[src/hw/rtl/cbt_pkg.sv]
`timescale 1ns / 1ps
// Shared types and constants of the cubic Bezier tessellator core.
// Used by every module under hw/rtl; depends on nothing else.

package cbt_pkg;

   // Fixed-point format and coordinate width
   localparam int FRAC_BITS   = 16;
   localparam int COORD_W     = 32;

   // Segment count handling
   localparam int CNT_W          = 6;
   localparam int MAX_SEGMENTS   = 63;
   localparam int MIN_SEGMENTS   = 2;
   localparam int SEG_COUNT_RST  = 20;

   // Bernstein numerators and the cube of the segment count
   localparam int NUM_W       = 3 * CNT_W;
   localparam int SQ_W        = 2 * CNT_W;

   // Weight is an unsigned fraction in [0, 1], so one integer bit
   localparam int W_W         = FRAC_BITS + 1;
   localparam int DIV_STEPS   = FRAC_BITS + 1;
   localparam int DIV_CNT_W   = $clog2(DIV_STEPS);

   // Product and accumulator widths
   localparam int PROD_W      = COORD_W + FRAC_BITS + 2;
   localparam int ACC_W       = PROD_W - FRAC_BITS + 2;

   // Job queue between front and engine
   localparam int QUEUE_DEPTH = 2;
   localparam int QPTR_W      = 1;
   localparam int QCNT_W      = 2;

   // Control register port
   localparam int CSR_IDX_W   = 1;
   localparam int CSR_DATA_W  = 6;

   typedef enum logic [CSR_IDX_W-1:0] {
      CSR_SEGMENT_COUNT  = 1'b0,
      CSR_STROKE_ENABLED = 1'b1
   } csr_index_type;

   typedef struct packed {
      logic signed [COORD_W-1:0] p0_x;
      logic signed [COORD_W-1:0] p0_y;
      logic signed [COORD_W-1:0] p0_z;
      logic signed [COORD_W-1:0] c1_x;
      logic signed [COORD_W-1:0] c1_y;
      logic signed [COORD_W-1:0] c1_z;
      logic signed [COORD_W-1:0] c2_x;
      logic signed [COORD_W-1:0] c2_y;
      logic signed [COORD_W-1:0] c2_z;
      logic signed [COORD_W-1:0] p3_x;
      logic signed [COORD_W-1:0] p3_y;
      logic signed [COORD_W-1:0] p3_z;
   } in_type;

   typedef struct packed {
      logic signed [COORD_W-1:0] curve_x;
      logic signed [COORD_W-1:0] curve_y;
      logic signed [COORD_W-1:0] curve_z;
      logic                      last_point;
   } out_type;

   // One accepted curve with its segment count
   typedef struct packed {
      logic [CNT_W-1:0] n;
      in_type           pts;
   } job_type;

   // Write side of the job queue
   typedef struct packed {
      logic    push;
      job_type job;
   } push_type;

   typedef enum logic [2:0] {
      ENG_IDLE,
      ENG_CUBE,
      ENG_POW,
      ENG_NUM,
      ENG_DIV,
      ENG_MAC,
      ENG_PUSH
   } eng_state_type;

endpackage

[src/hw/rtl/cbt_front.sv]
`timescale 1ns / 1ps
// Front end: control registers, input handshake and item classification.
// Depends on cbt_pkg; feeds the job queue.

module cbt_front import cbt_pkg::*; (
   input  logic                  clock,
   input  logic                  reset,
   input  logic                  req_valid,
   output logic                  req_ready,
   input  in_type                req_data,
   input  logic                  csr_we,
   input  logic [CSR_IDX_W-1:0]  csr_index,
   input  logic [CSR_DATA_W-1:0] csr_wdata,
   input  logic                  q_full,
   output push_type              q_wr
);

   logic [CNT_W-1:0] seg_count_ff;
   logic [CNT_W-1:0] seg_count_in;
   logic             stroke_ff;
   logic             stroke_in;
   logic [CNT_W-1:0] n_clamped;
   logic             keep;

   // Decode register writes
   always_comb begin
      seg_count_in = seg_count_ff;
      stroke_in    = stroke_ff;
      if (csr_we) begin
         case (csr_index)
            CSR_SEGMENT_COUNT:  seg_count_in = csr_wdata[CNT_W-1:0];
            CSR_STROKE_ENABLED: stroke_in    = csr_wdata[0];
            default: ;
         endcase
      end
   end

   always_ff @(posedge clock) begin
      if (reset) begin
         seg_count_ff <= CNT_W'(SEG_COUNT_RST);
         stroke_ff    <= 1'b1;
      end else begin
         seg_count_ff <= seg_count_in;
         stroke_ff    <= stroke_in;
      end
   end

   // Clamp the segment count and drop items that draw nothing
   always_comb begin
      n_clamped = (seg_count_ff > CNT_W'(MAX_SEGMENTS)) ? CNT_W'(MAX_SEGMENTS) : seg_count_ff;
      keep      = stroke_ff && (n_clamped >= CNT_W'(MIN_SEGMENTS));
   end

   // Accept whenever the queue has room; dropped items go nowhere
   assign req_ready    = !q_full;
   assign q_wr.push    = req_valid && req_ready && keep;
   assign q_wr.job.n   = n_clamped;
   assign q_wr.job.pts = req_data;

endmodule

[config.mk]
export PLATFORM = sky130hd
export DESIGN_NAME = cbt_front
export DESIGN_NICKNAME = d
export VERILOG_FILES = /design/src/hw/rtl/cbt_pkg.sv /design/src/hw/rtl/cbt_front.sv
export SDC_FILE = /design/constraint.sdc
export NUM_CORES = 1
export LEC_CHECK = 0
export BUFFER_PORTS_ARGS = -buffer_cell sky130_fd_sc_hd__buf_2
export CORE_AREA = 2 2 309 311
export CTS_BUF_LIST = sky130_fd_sc_hd__clkbuf_2 sky130_fd_sc_hd__clkbuf_4 sky130_fd_sc_hd__clkbuf_8
export CTS_CLUSTER_SIZE = 40
export DETAILED_ROUTE_END_ITERATION = 10
export DIE_AREA = 0 0 311 313
export GPL_ROUTABILITY_DRIVEN = 0
export SLEW_MARGIN = 20
export SYNTH_ARGS = -nofsm -noshare
export SYNTH_HDL_FRONTEND = slang
export SYNTH_SLANG_ARGS = --single-unit
export TNS_END_PERCENT = 10
[constraint.sdc]
create_clock -name clock -period 3.3 [get_ports clock]
set_input_delay 0.66 -clock clock [delete_from_list [all_inputs] [get_ports clock]]
set_output_delay 0.66 -clock clock [all_outputs]
set_load 0.02 [all_outputs]
# Word-level counts from Yosys, hierarchy flattened
# Cells that the tools add are included.
# op_classes
n_reduce_logical,6
muxes,1
bitwise_logic,1
order_cmp,2
# ops
operator,n
">= comparator 6 x 2 -> 1 bit, second input constant",1
"> comparator 6 bit, second input constant",1
two-way mux 6 bit,1
AND reduction 2 bit,2
logical AND 1 bit,3
zero test 1 bit,1
NOT 1 bit,1
# word_totals
elab_cells,12
regBits,7

# Logic depth before layout (Yosys ltp)
# depth
word_depth,5
ltp_mapped,4

# Worst setup path before layout
# OpenSTA, ideal clock, no wires.
# synth_timing
kind,input to output
start,input q_full
end,output q_wr[390] (netlist bit)
n_path_buf,0
required_time_ns,2.640
setup_slack_ns,1.509
arrival_time_ns,1.131
stages,2
path_cell_list,inv_1 o2111a_1
# synth_lines
item,line_no,text
from (decl),cbt_front.sv:14,"input logic q_full,"
to (decl),cbt_front.sv:15,output push_type q_wr

==> impl_metrics.env <==
export IMPL_outcome="finished clean"
export IMPL_power_uw=258
export IMPL_core_sq_um=94200
export IMPL_post_cts_setup_buffers=0
export IMPL_ys_ff_latch=7
export IMPL_routedWlPerCell_microns=38.0
export IMPL_max_freq_ghz=0.469
export IMPL_dr_pass1_iters=3
export IMPL_grtUsageTotal_pct=9.72
export IMPL_die_height_microns=313
export IMPL_instances_no_fill=1313
export IMPL_dr_total_vias=981
export IMPL_period_share_pct=64.7
export IMPL_yosys_cell_types_count=15
export IMPL_drt_drc_violations_left=0
export IMPL_path_class="register to primary output"
export IMPL_hold_depth=2
export IMPL_fillCellCount=11400
export IMPL_slew_headroom_pct=52.3
export IMPL_cp_required_ns=2.64
export IMPL_htreeDepth=1
export IMPL_leakagePower_uw=0.000211
export IMPL_drive_gt1_share_pct=50.0
export IMPL_synthToLayoutAreaGrowth_pct=-37.3
export IMPL_setup_tns_ns=0
export IMPL_final_nets=445
export IMPL_worstPathMaxFanout=3
export IMPL_hp_class="register to register"
export IMPL_ant_nets=0
export IMPL_power_density_nw_per_um2=129
export IMPL_drt_vias_per_instance=0.747
export IMPL_yosysWarnings=0
export IMPL_insertedDiodeCount=0
export IMPL_cts_tree="built"
export IMPL_dpl_cell_count=1309
export IMPL_rows=113
export IMPL_hold_viol=0
export IMPL_rsz0062_at_grt="no"
export IMPL_worstSetupStartpointType="register"
export IMPL_initial_utilization_pct=3.39
export IMPL_dieArea_sq_um=97300
export IMPL_cts_sinks=7
export IMPL_fin_crit_ns=2.13
export IMPL_wl_mm=49.9
export IMPL_clockBufferDepth=2
export IMPL_tightest_slew_ns=0.714
export IMPL_grt_pass1_wl_mm=52.2
export IMPL_fp_dieW_microns=311
export IMPL_cts_root_buffer="clkbuf_8"
export IMPL_cts_resized=0
export IMPL_antenna_found_initial=3
export IMPL_path_cells="or4_1, o2111a_1, buf_2"
export IMPL_synth_nets=812
export IMPL_synth_area_per_cell_sq_um=7.67
export IMPL_grt_pass1_vias=976
export IMPL_ir_worst_vdd_v=0.000217
export IMPL_yosysSeqAreaShare_pct=4.39
export IMPL_clock_latency_ns=0.22
export IMPL_clock_skew_ns=0
export IMPL_slowest_stage="or4_1"
export IMPL_multiInputGateArea_sq_um=130
export IMPL_syn_inst=416
export IMPL_ff2ff_path_depth=2
export IMPL_slew_violations=0
export IMPL_hold_buffers=0
export IMPL_clk_pin_slew_ns=0.04
export IMPL_final_util_pct=2.12
export IMPL_slowest_delay_ns=0.53
export IMPL_final_seq_area_sq_um=140
export IMPL_finalSetupViolCount=0
export IMPL_overflow=0
export IMPL_drtIter0Drc=42
export IMPL_port_buffers=19
export IMPL_max_cap_violations=0
export IMPL_cp_arrival_ns=1.47
export IMPL_cts_made_buffers=3
export IMPL_ios=788
export IMPL_grt_start_max_net_pins=9
export IMPL_critPathCaptureType="primary output"
export IMPL_mappedNetlistArea_sq_um=3190
[state kept, by name, summed over array words and instances (netlist names)]
| name | flops |
|---|---|
| seg_count_ff | 6 |
| stroke_ff | 1 |
[path summary, 6_finish.rpt]
check	startpoint	end	slack, ns
worst min register to register	seg_count_ff[0]$_SDFFE_PP0P_	seg_count_ff[0]$_SDFFE_PP0P_	0.49
worst max-delay path	seg_count_ff[2]$_SDFFE_PP1P_	q_wr[390]	1.17
worst max register to register	seg_count_ff[2]$_SDFFE_PP1P_	seg_count_ff[2]$_SDFFE_PP1P_	2.44
worst min-delay path	seg_count_ff[0]$_SDFFE_PP0P_	seg_count_ff[0]$_SDFFE_PP0P_	0.49
[worst max-delay path, delay by kind of cell (launching register included)]
| kind | cells | cell delay, ns |
|---|---|---|
| AND/OR/NAND/NOR | 1 | 0.53 |
| buffers and inverters | 1 | 0.16 |
| AO/OA/AOI/OAI | 1 | 0.25 |
| flip-flops | 1 | 0.31 |
[stage by stage]
stage	hold WS, ns	area, sq um	setup slack (ns)
after floorplan	0.458	3190	1.51
after global placement	0.498	1950	1.39
after detailed placement	0.483	1950	1.39
after CTS	0.494	2000	1.15
after global routing	0.500	2000	1.12
final	0.495	2000	1.17
[cells by family (layout without fill, tap and decap cells)]
| kind of cell | Yosys count | after routing | share of synthesized area (%) |
|---|---|---|---|
| and+or+nand+nor | 8 | 8 | 1.37 |
| muxes | 4 | 4 | 1.25 |
| DFF | 7 | 7 | 4.39 |
| AOI/OAI and AO/OA | 5 | 5 | 1.45 |
| buffers and inverters | 392 | 24 | 91.5 |
[cells in the final DEF (no fill, tap or decap)]
master    synthesis  layout
buf_2             1      19
dfxtp_1           7       7
mux2i_1           4       4
nor2_1            4       4
clkbuf_8          0       3
nor2b_1           2       2
a211o_1           2       2
inv_1             1       1
or4_1             1       1
o2111a_1          1       1
a21boi_0          1       1
a311o_1           1       1
nor2b_2           1       1
clkbuf_4          0       1
[where the power goes]
part | internal, uW | leakage (uW) | total, uW | switching, uW
Clock | 91.6 | 0.0000262 | 127 | 35.5
Sequential | 89.9 | 0.0000576 | 93.4 | 3.46
Combinational | 15.2 | 0.000127 | 37.6 | 22.4
Total | 197 | 0.000211 | 258 | 61.3
[layer usage]
layer	global-route usage, %	share of wire (%)
met1	0.542	2.4
met2	14.7	42
met3	23.5	51
met4	3.30	3.9
met5	0	0
[cell type report]
cell class	count	area share (%)
Multi-Input combinational cell	17	6.50
Timing Repair Buffer	19	4.75
Clock buffer	4	2.44
Inverter	1	0.188
Sequential cell	7	7.00
Tap cell	1265	79.1
[Yosys cell counts]
library cell	count	share of area [%]
a21boi_0	1	0.24
dlygate4sd3_1	1	0.31
nor2_1	4	0.47
buf_4	384	90
o2111a_1	1	0.35
nor2b_1	2	0.39
nor2b_2	1	0.27
or4_1	1	0.24
inv_1	1	0.12
buf_2	1	0.16
a311o_1	1	0.31
clkbuf_1	5	0.59
dfxtp_1	7	4.4
mux2i_1	4	1.3
a211o_1	2	0.55
(Power assumes the default switching activity.)
