**config.mk**
```make
export PLATFORM = sky130hd
export DESIGN_NAME = cbt_fifo
export DESIGN_NICKNAME = d
export VERILOG_FILES = /design/src/hw/rtl/cbt_pkg.sv /design/src/hw/rtl/cbt_fifo.sv
export SDC_FILE = /design/constraint.sdc
export NUM_CORES = 1
export LEC_CHECK = 0
export BUFFER_PORTS_ARGS = -buffer_cell sky130_fd_sc_hd__buf_2
export CORE_ASPECT_RATIO = 1.25
export CORE_MARGIN = 5
export CORE_UTILIZATION = 30
export DETAILED_ROUTE_END_ITERATION = 8
export GPL_TIMING_DRIVEN = 0
export PLACE_DENSITY = 0.48
export SYNTH_ARGS = -nofsm -noshare
export SYNTH_HDL_FRONTEND = slang
export SYNTH_SLANG_ARGS = --single-unit
```
**constraint.sdc**
```tcl
create_clock -name clock -period 10.38 [get_ports clock]
set_clock_uncertainty 0.05 [all_clocks]
set_input_delay 0.519 -clock clock [delete_from_list [all_inputs] [get_ports clock]]
set_output_delay 0.519 -clock clock [all_outputs]
set_load 0.02 [all_outputs]
```
**src/hw/rtl/cbt_pkg.sv**
```systemverilog
`timescale 1ns / 1ps
// Shared types and constants of the cubic Bezier tessellator core.
// Used by every module under hw/rtl; depends on nothing else.

package cbt_pkg;

   // Fixed-point format and coordinate width
   localparam int FRAC_BITS   = 16;
   localparam int COORD_W     = 32;

   // Segment count handling
   localparam int CNT_W          = 6;
   localparam int MAX_SEGMENTS   = 63;
   localparam int MIN_SEGMENTS   = 2;
   localparam int SEG_COUNT_RST  = 20;

   // Bernstein numerators and the cube of the segment count
   localparam int NUM_W       = 3 * CNT_W;
   localparam int SQ_W        = 2 * CNT_W;

   // Weight is an unsigned fraction in [0, 1], so one integer bit
   localparam int W_W         = FRAC_BITS + 1;
   localparam int DIV_STEPS   = FRAC_BITS + 1;
   localparam int DIV_CNT_W   = $clog2(DIV_STEPS);

   // Product and accumulator widths
   localparam int PROD_W      = COORD_W + FRAC_BITS + 2;
   localparam int ACC_W       = PROD_W - FRAC_BITS + 2;

   // Job queue between front and engine
   localparam int QUEUE_DEPTH = 2;
   localparam int QPTR_W      = 1;
   localparam int QCNT_W      = 2;

   // Control register port
   localparam int CSR_IDX_W   = 1;
   localparam int CSR_DATA_W  = 6;

   typedef enum logic [CSR_IDX_W-1:0] {
      CSR_SEGMENT_COUNT  = 1'b0,
      CSR_STROKE_ENABLED = 1'b1
   } csr_index_type;

   typedef struct packed {
      logic signed [COORD_W-1:0] p0_x;
      logic signed [COORD_W-1:0] p0_y;
      logic signed [COORD_W-1:0] p0_z;
      logic signed [COORD_W-1:0] c1_x;
      logic signed [COORD_W-1:0] c1_y;
      logic signed [COORD_W-1:0] c1_z;
      logic signed [COORD_W-1:0] c2_x;
      logic signed [COORD_W-1:0] c2_y;
      logic signed [COORD_W-1:0] c2_z;
      logic signed [COORD_W-1:0] p3_x;
      logic signed [COORD_W-1:0] p3_y;
      logic signed [COORD_W-1:0] p3_z;
   } in_type;

   typedef struct packed {
      logic signed [COORD_W-1:0] curve_x;
      logic signed [COORD_W-1:0] curve_y;
      logic signed [COORD_W-1:0] curve_z;
      logic                      last_point;
   } out_type;

   // One accepted curve with its segment count
   typedef struct packed {
      logic [CNT_W-1:0] n;
      in_type           pts;
   } job_type;

   // Write side of the job queue
   typedef struct packed {
      logic    push;
      job_type job;
   } push_type;

   typedef enum logic [2:0] {
      ENG_IDLE,
      ENG_CUBE,
      ENG_POW,
      ENG_NUM,
      ENG_DIV,
      ENG_MAC,
      ENG_PUSH
   } eng_state_type;

endpackage

```
**src/hw/rtl/cbt_fifo.sv**
```systemverilog
`timescale 1ns / 1ps
// Two-entry job queue between the front end and the evaluation engine.
// Depends on cbt_pkg for the job type and queue sizing.

module cbt_fifo import cbt_pkg::*; (
   input  logic     clock,
   input  logic     reset,
   input  push_type wr,
   output logic     full,
   output logic     head_valid,
   output job_type  head,
   input  logic     pop
);

   job_type           mem_ff [QUEUE_DEPTH];
   logic [QPTR_W-1:0] wr_ptr_ff;
   logic [QPTR_W-1:0] rd_ptr_ff;
   logic [QCNT_W-1:0] count_ff;
   logic [QPTR_W-1:0] wr_ptr_in;
   logic [QPTR_W-1:0] rd_ptr_in;
   logic [QCNT_W-1:0] count_in;
   logic              do_push;
   logic              do_pop;

   assign full       = (count_ff == QCNT_W'(QUEUE_DEPTH));
   assign head_valid = (count_ff != '0);
   assign head       = mem_ff[rd_ptr_ff];
   assign do_push    = wr.push && !full;
   assign do_pop     = pop && head_valid;

   // Advance pointers and occupancy
   always_comb begin
      wr_ptr_in = do_push ? wr_ptr_ff + 1'b1 : wr_ptr_ff;
      rd_ptr_in = do_pop  ? rd_ptr_ff + 1'b1 : rd_ptr_ff;
      count_in  = count_ff;
      if (do_push && !do_pop) begin
         count_in = count_ff + 1'b1;
      end else if (!do_push && do_pop) begin
         count_in = count_ff - 1'b1;
      end
   end

   always_ff @(posedge clock) begin
      if (reset) begin
         wr_ptr_ff <= '0;
         rd_ptr_ff <= '0;
         count_ff  <= '0;
      end else begin
         wr_ptr_ff <= wr_ptr_in;
         rd_ptr_ff <= rd_ptr_in;
         count_ff  <= count_in;
      end
   end

   // Store the job payload
   always_ff @(posedge clock) begin
      if (do_push) begin
         mem_ff[wr_ptr_ff] <= wr.job;
      end
   end

endmodule

```
# Word-level counts from Yosys, hierarchy flattened
# Memory sizes are Yosys's and may differ from the RTL's. A register that Yosys moved wholly into a read port is not among the register bits.
# Index checks and enable logic that the tools add are counted.
dict set report totals {
  register_bits 4
  latch_bits 0
  ramBits 780
  mem_bits_ro 0
  in_bits 394
  output_inout_bits 392
  word_cells 24
  memories 1
}
dict set report op_classes {
  add_sub_neg 4
  n_mul 0
  n_div 0
  magnitude_cmp 0
  eq_ne 1
  shift 0
  mux 6
  n_bitwise 0
  n_reduce_logical 9
}
# memory depth width rd rd_clocked_by_memory_dff write_ports line_no
set memory_table {}
lappend memory_table {mem_ff 2 390 1 1 1 cbt_fifo.sv:15} ;# job_type mem_ff [QUEUE_DEPTH];
# operator count
set op_table {}
lappend op_table {{$logic_and A1 B1 Y1} 4}
lappend op_table {{$mux W1} 4}
lappend op_table {{$mux W2} 2}
lappend op_table {{$reduce_bool A2 Y1} 2}
lappend op_table {{$logic_not A1 Y1} 3}
lappend op_table {{$add A1 B1 Y1 const B} 2}
lappend op_table {{$add A2 B1 Y2 const B} 1}
lappend op_table {{$eq A2 B2 Y1 const B} 1}
lappend op_table {{$sub A2 B1 Y2 const B} 1}

# Logic depth before layout (Yosys ltp)
dict set report logic_depth {
  ltp_word 7
  depth_mapped 6
  depth_no_buf 6
}

# Least setup slack after synthesis
# No wires, ideal clock.
dict set report synth_timing {
  path_type {input to register}
  from {in wr[390] in the netlist's numbering}
  to {mem mem_ff[1][0] in the netlist's numbering, enable pin}
  setup_time_ps 805
  arrival_time_ps 9548
  t_required_ps 9525
  path_slack_ps -23
  stages 3
  cell_sequence {inv_1 > nor2_1 > and2_1}
}
dict set report synth_via {
  elab_chain_len 3
}
# item line_no
set synth_lines {}
lappend synth_lines {{start, declared} cbt_fifo.sv:8} ;# input push_type wr,
lappend synth_lines {{$logic_and A1 B1 Y1} cbt_fifo.sv:28} ;# assign do_push = wr.push && !full;
lappend synth_lines {{via do_push} cbt_fifo.sv:22} ;# logic do_push;
lappend synth_lines {{$mux W1} cbt_fifo.sv:57} ;# if (do_push) begin
lappend synth_lines {{$mux W1 (implied by the code)} cbt_fifo.sv:58} ;# mem_ff[wr_ptr_ff] <= wr.job;
lappend synth_lines {{end, declared} cbt_fifo.sv:15}
# The timed path passes the listed nets, and every way through them passes these cells.

==> key figures <==
GRT
  • Grt ovf: 0
  • Number of global-route vias before repair: 17800
  • Pin count of the biggest net entering global routing: 118
  • Initial antenna violation count: 17
  • First-pass GRT wire length: 113000 um
  • GRT Util Overall: 0.146

Placement
  • Pre-CTS setup slack: 7.15 ns
  • Dpl hpwl: 56600 um
  • Placed Cells incl. Taps: 3314
  • Number of buffers added on ports: 785
  • Placer Congestion: 0.796

Timing
  • Max frequency: 0.327 GHz
  • Slew @ Worst Pin: 0.687 ns
  • Worst hold slack: 0.0623 ns
  • Final setup vio count: 0
  • Final worst-path cycle share: 0.295
  • Tmin final: 3.06 ns
  • Slew headroom: 0.542
  • Final Hold Viols: 0
  • RSZ-0062 raised after global routing: false
  • Worst setup margin: 7.32 ns
  • Max-slew violations: 0

Logic synthesis
  • Top post-synthesis cells by area: edfxtp_1 82%, mux2_2 11%, mux2_4 5.2%, buf_2 0.56%, buf_6 0.43%
  • Top_reg_cell synth: edfxtp_1
  • Xor/xnor share of the synthesized area: 0.000916
  • Synth Area in Simple Gates: 0.00161
  • Net Count, Synth: 1633
  • Seq/Total Area, Yosys: 0.820
  • Post-synthesis async set-or-reset flop share: 0
  • Ys Warns: 0
  • Flops & latches, synth: 785
  • Top cell type's share of synthesized area: 0.816
  • Cell Area, Synth: 0.0287 mm^2
  • Syn avg cell area: 23.2 um^2
  • Post-synth top cells: 780 x edfxtp_1, 290 x mux2_2, 100 x mux2_4, 32 x buf_2, 11 x buf_6
  • Multiplexer area fraction after synthesis: 0.166
  • Post-synth cell types: 16
  • Main combinational cell family by area after synthesis: multiplexers
  • EDFF count, synth: 780
  • Cell count after synthesis: 1238
  • Synth Area in Compound Gates: 0.000872
  • Adder-cell share of the synthesized area: 0.000436
  • Most frequent cell after synthesis: edfxtp_1
  • Cell taking the most area after synthesis: edfxtp_1

Critical path
  • Critical Path AT: 2.49 ns
  • Crit path max fanout: 10
  • Critical path, cell by cell: buf_2, buf_2, mux2_2, buf_2
  • CP max stage cell: buf_2
  • Critical path capture point type: primary output
  • CP peak stage delay: 0.53 ns
  • Setup crit start kind: flip-flop
  • Worst Path Required: 9.81 ns
  • WS Path Type: flip-flop to primary output
  • Cell mode on critical path: buf_2

Finish
  • Number of nets in the layout: 2878
  • Number of fill cells: 8546
  • Area of the multi-input gates: 0.00488 mm^2
  • Final Non-Filler Cells: 3827
  • Share of cells above drive strength 1: 0.528
  • Register area: 0.0235 mm^2
  • Area growth from synthesis to layout: 41.9%

Detailed routing
  • Iter 0 DRT Violations: 870
  • Routed Antenna Nets: 0
  • Vias post-DR: 16200
  • Final wirelength: 78300 um
  • Routed len/inst: 20.5 um
  • DRC: 0
  • Initial DRT Pass Iterations: 4
  • Via density: 4.24

Outcome
  • Outcome: completed

Clock tree
  • Clk Tree Root Cell: clkbuf_16
  • Post_cts resized: 0
  • Num CTS Buffers: 82
  • Clk buf depth: 3
  • Sink Count: 785
  • CTS tree: built
  • Clock latency on the worst-skew pair: 0.61 ns
  • Clk slew on worst S/H paths: 0.06 ns
  • H-tree level count: 3

Job
  • Max-capacitance violation count: 0

Power
  • Tot Pwr: 0.00975 W
  • Power per cell area: 239 mW/mm^2
  • VDD IR max: 0.171 mV
  • Leakage power: 15.4 nW

Floorplan
  • DIE AREA: 0.102 mm^2
  • Die H: 356 um
  • DIE WIDTH: 287 um
  • Num rows: 126
  • Ports: 786
  • Area of the core: 0.0947 mm^2
  • Starting Density: 0.303

Hold path
  • Hold Crit Class: input port to flip-flop
logic make-up after synthesis:
family / after synthesis
compound gates: 5
xor+xnor: 3
mux: 390
flops: 785
fa+ha+maj: 1
simple gates: 9
buf+inv: 45
state kept, by name, indices dropped and copies added (netlist names), named ones only:
name       flops
mem_ff       780
count_ff       2
rd_ptr_ff      1
wr_ptr_ff      1
metrics by stage:
step,util,TNS [ns],cell area (um^2)
final,0.430,0,40700
after global routing,0.430,0,40700
after CTS,0.430,0,40700
after detailed placement,0.364,0,34500
after global placement,0.361,-1524.19,34200
after floorplan,-,0,28700
cell type report:
type,instances,share of cell area
Antenna cell,9,0.000553
Buffer,43,0.00697
Clock buffer,101,0.0527
Clock inverter,38,0.00916
Inverter,2,0.000369
Multi-Input combinational cell,408,0.120
Sequential cell,785,0.578
Tap cell,1280,0.0393
Timing Repair Buffer,1161,0.193
path summary, 6_finish.rpt:
| check | startpoint | to | slack, ns | cells after the start |
|---|---|---|---|---|
| worst max-delay path | flip-flop | head[134] | 7.32 | 4 |
| worst min-delay path | wr[115] | mem_ff[1][115]$_DFFE_PP_ | 0.06 | 1 |
| worst max register to register | count_ff[0]$_SDFFE_PP0P_ | mem_ff[0][192]$_DFFE_PP_ | 7.37 | 5 |
| worst min register to register | wr_ptr_ff$_SDFFE_PP0P_ | wr_ptr_ff$_SDFFE_PP0P_ | 0.44 | 2 |
placed cells by master (no fill, tap or decap), types with 2 or more instances in the layout:
cell           netlist  final
buf_2               32    817
edfxtp_1           780    780
dlygate4sd3_1        0    365
mux2_2             290    290
mux2_4             100    100
clkbuf_16            0     83
clkbuf_1             0     18
clkinv_1             0     14
buf_6               11     11
clkinv_2             0     10
buf_16               0     10
diode_2              0      9
dfxtp_1              5      5
nor2_1               4      4
bufinv_16            0      4
o21ai_0              3      3
xor2_1               3      3
inv_6                0      3
or3_1                2      2
a21oi_1              2      2
clkinv_16            0      2
clkinvlp_4           0      2
inv_16               0      2
power by group:
part	switching, W	internal (W)
Combinational	0.00176	0.00116
Clock	0.00120	0.00157
Sequential	0.0000804	0.00398
Total	0.00304	0.00671
critical path, delay by kind of cell (launching register included):
family / cells / cell delay, ns
buffers and inverters: 3 / 1.15
multiplexers: 1 / 0.39
flip-flops: 1 / 0.33
timing repair:
item	in CTS	in global routing
setup buffers	0	0
hold buffers	365	0
endpoints found under the hold margin	722	0
routing by layer:
metal	part of all wire	track usage	vias to the layer above
met4	0.030	0.0454	12
met1	0.36	0.162	7956
li1	-	-	7467
met2	0.50	0.258	666
met5	0.00093	0	-
met3	0.10	0.0595	141
No activity file was read; power rests on OpenSTA's default activity.
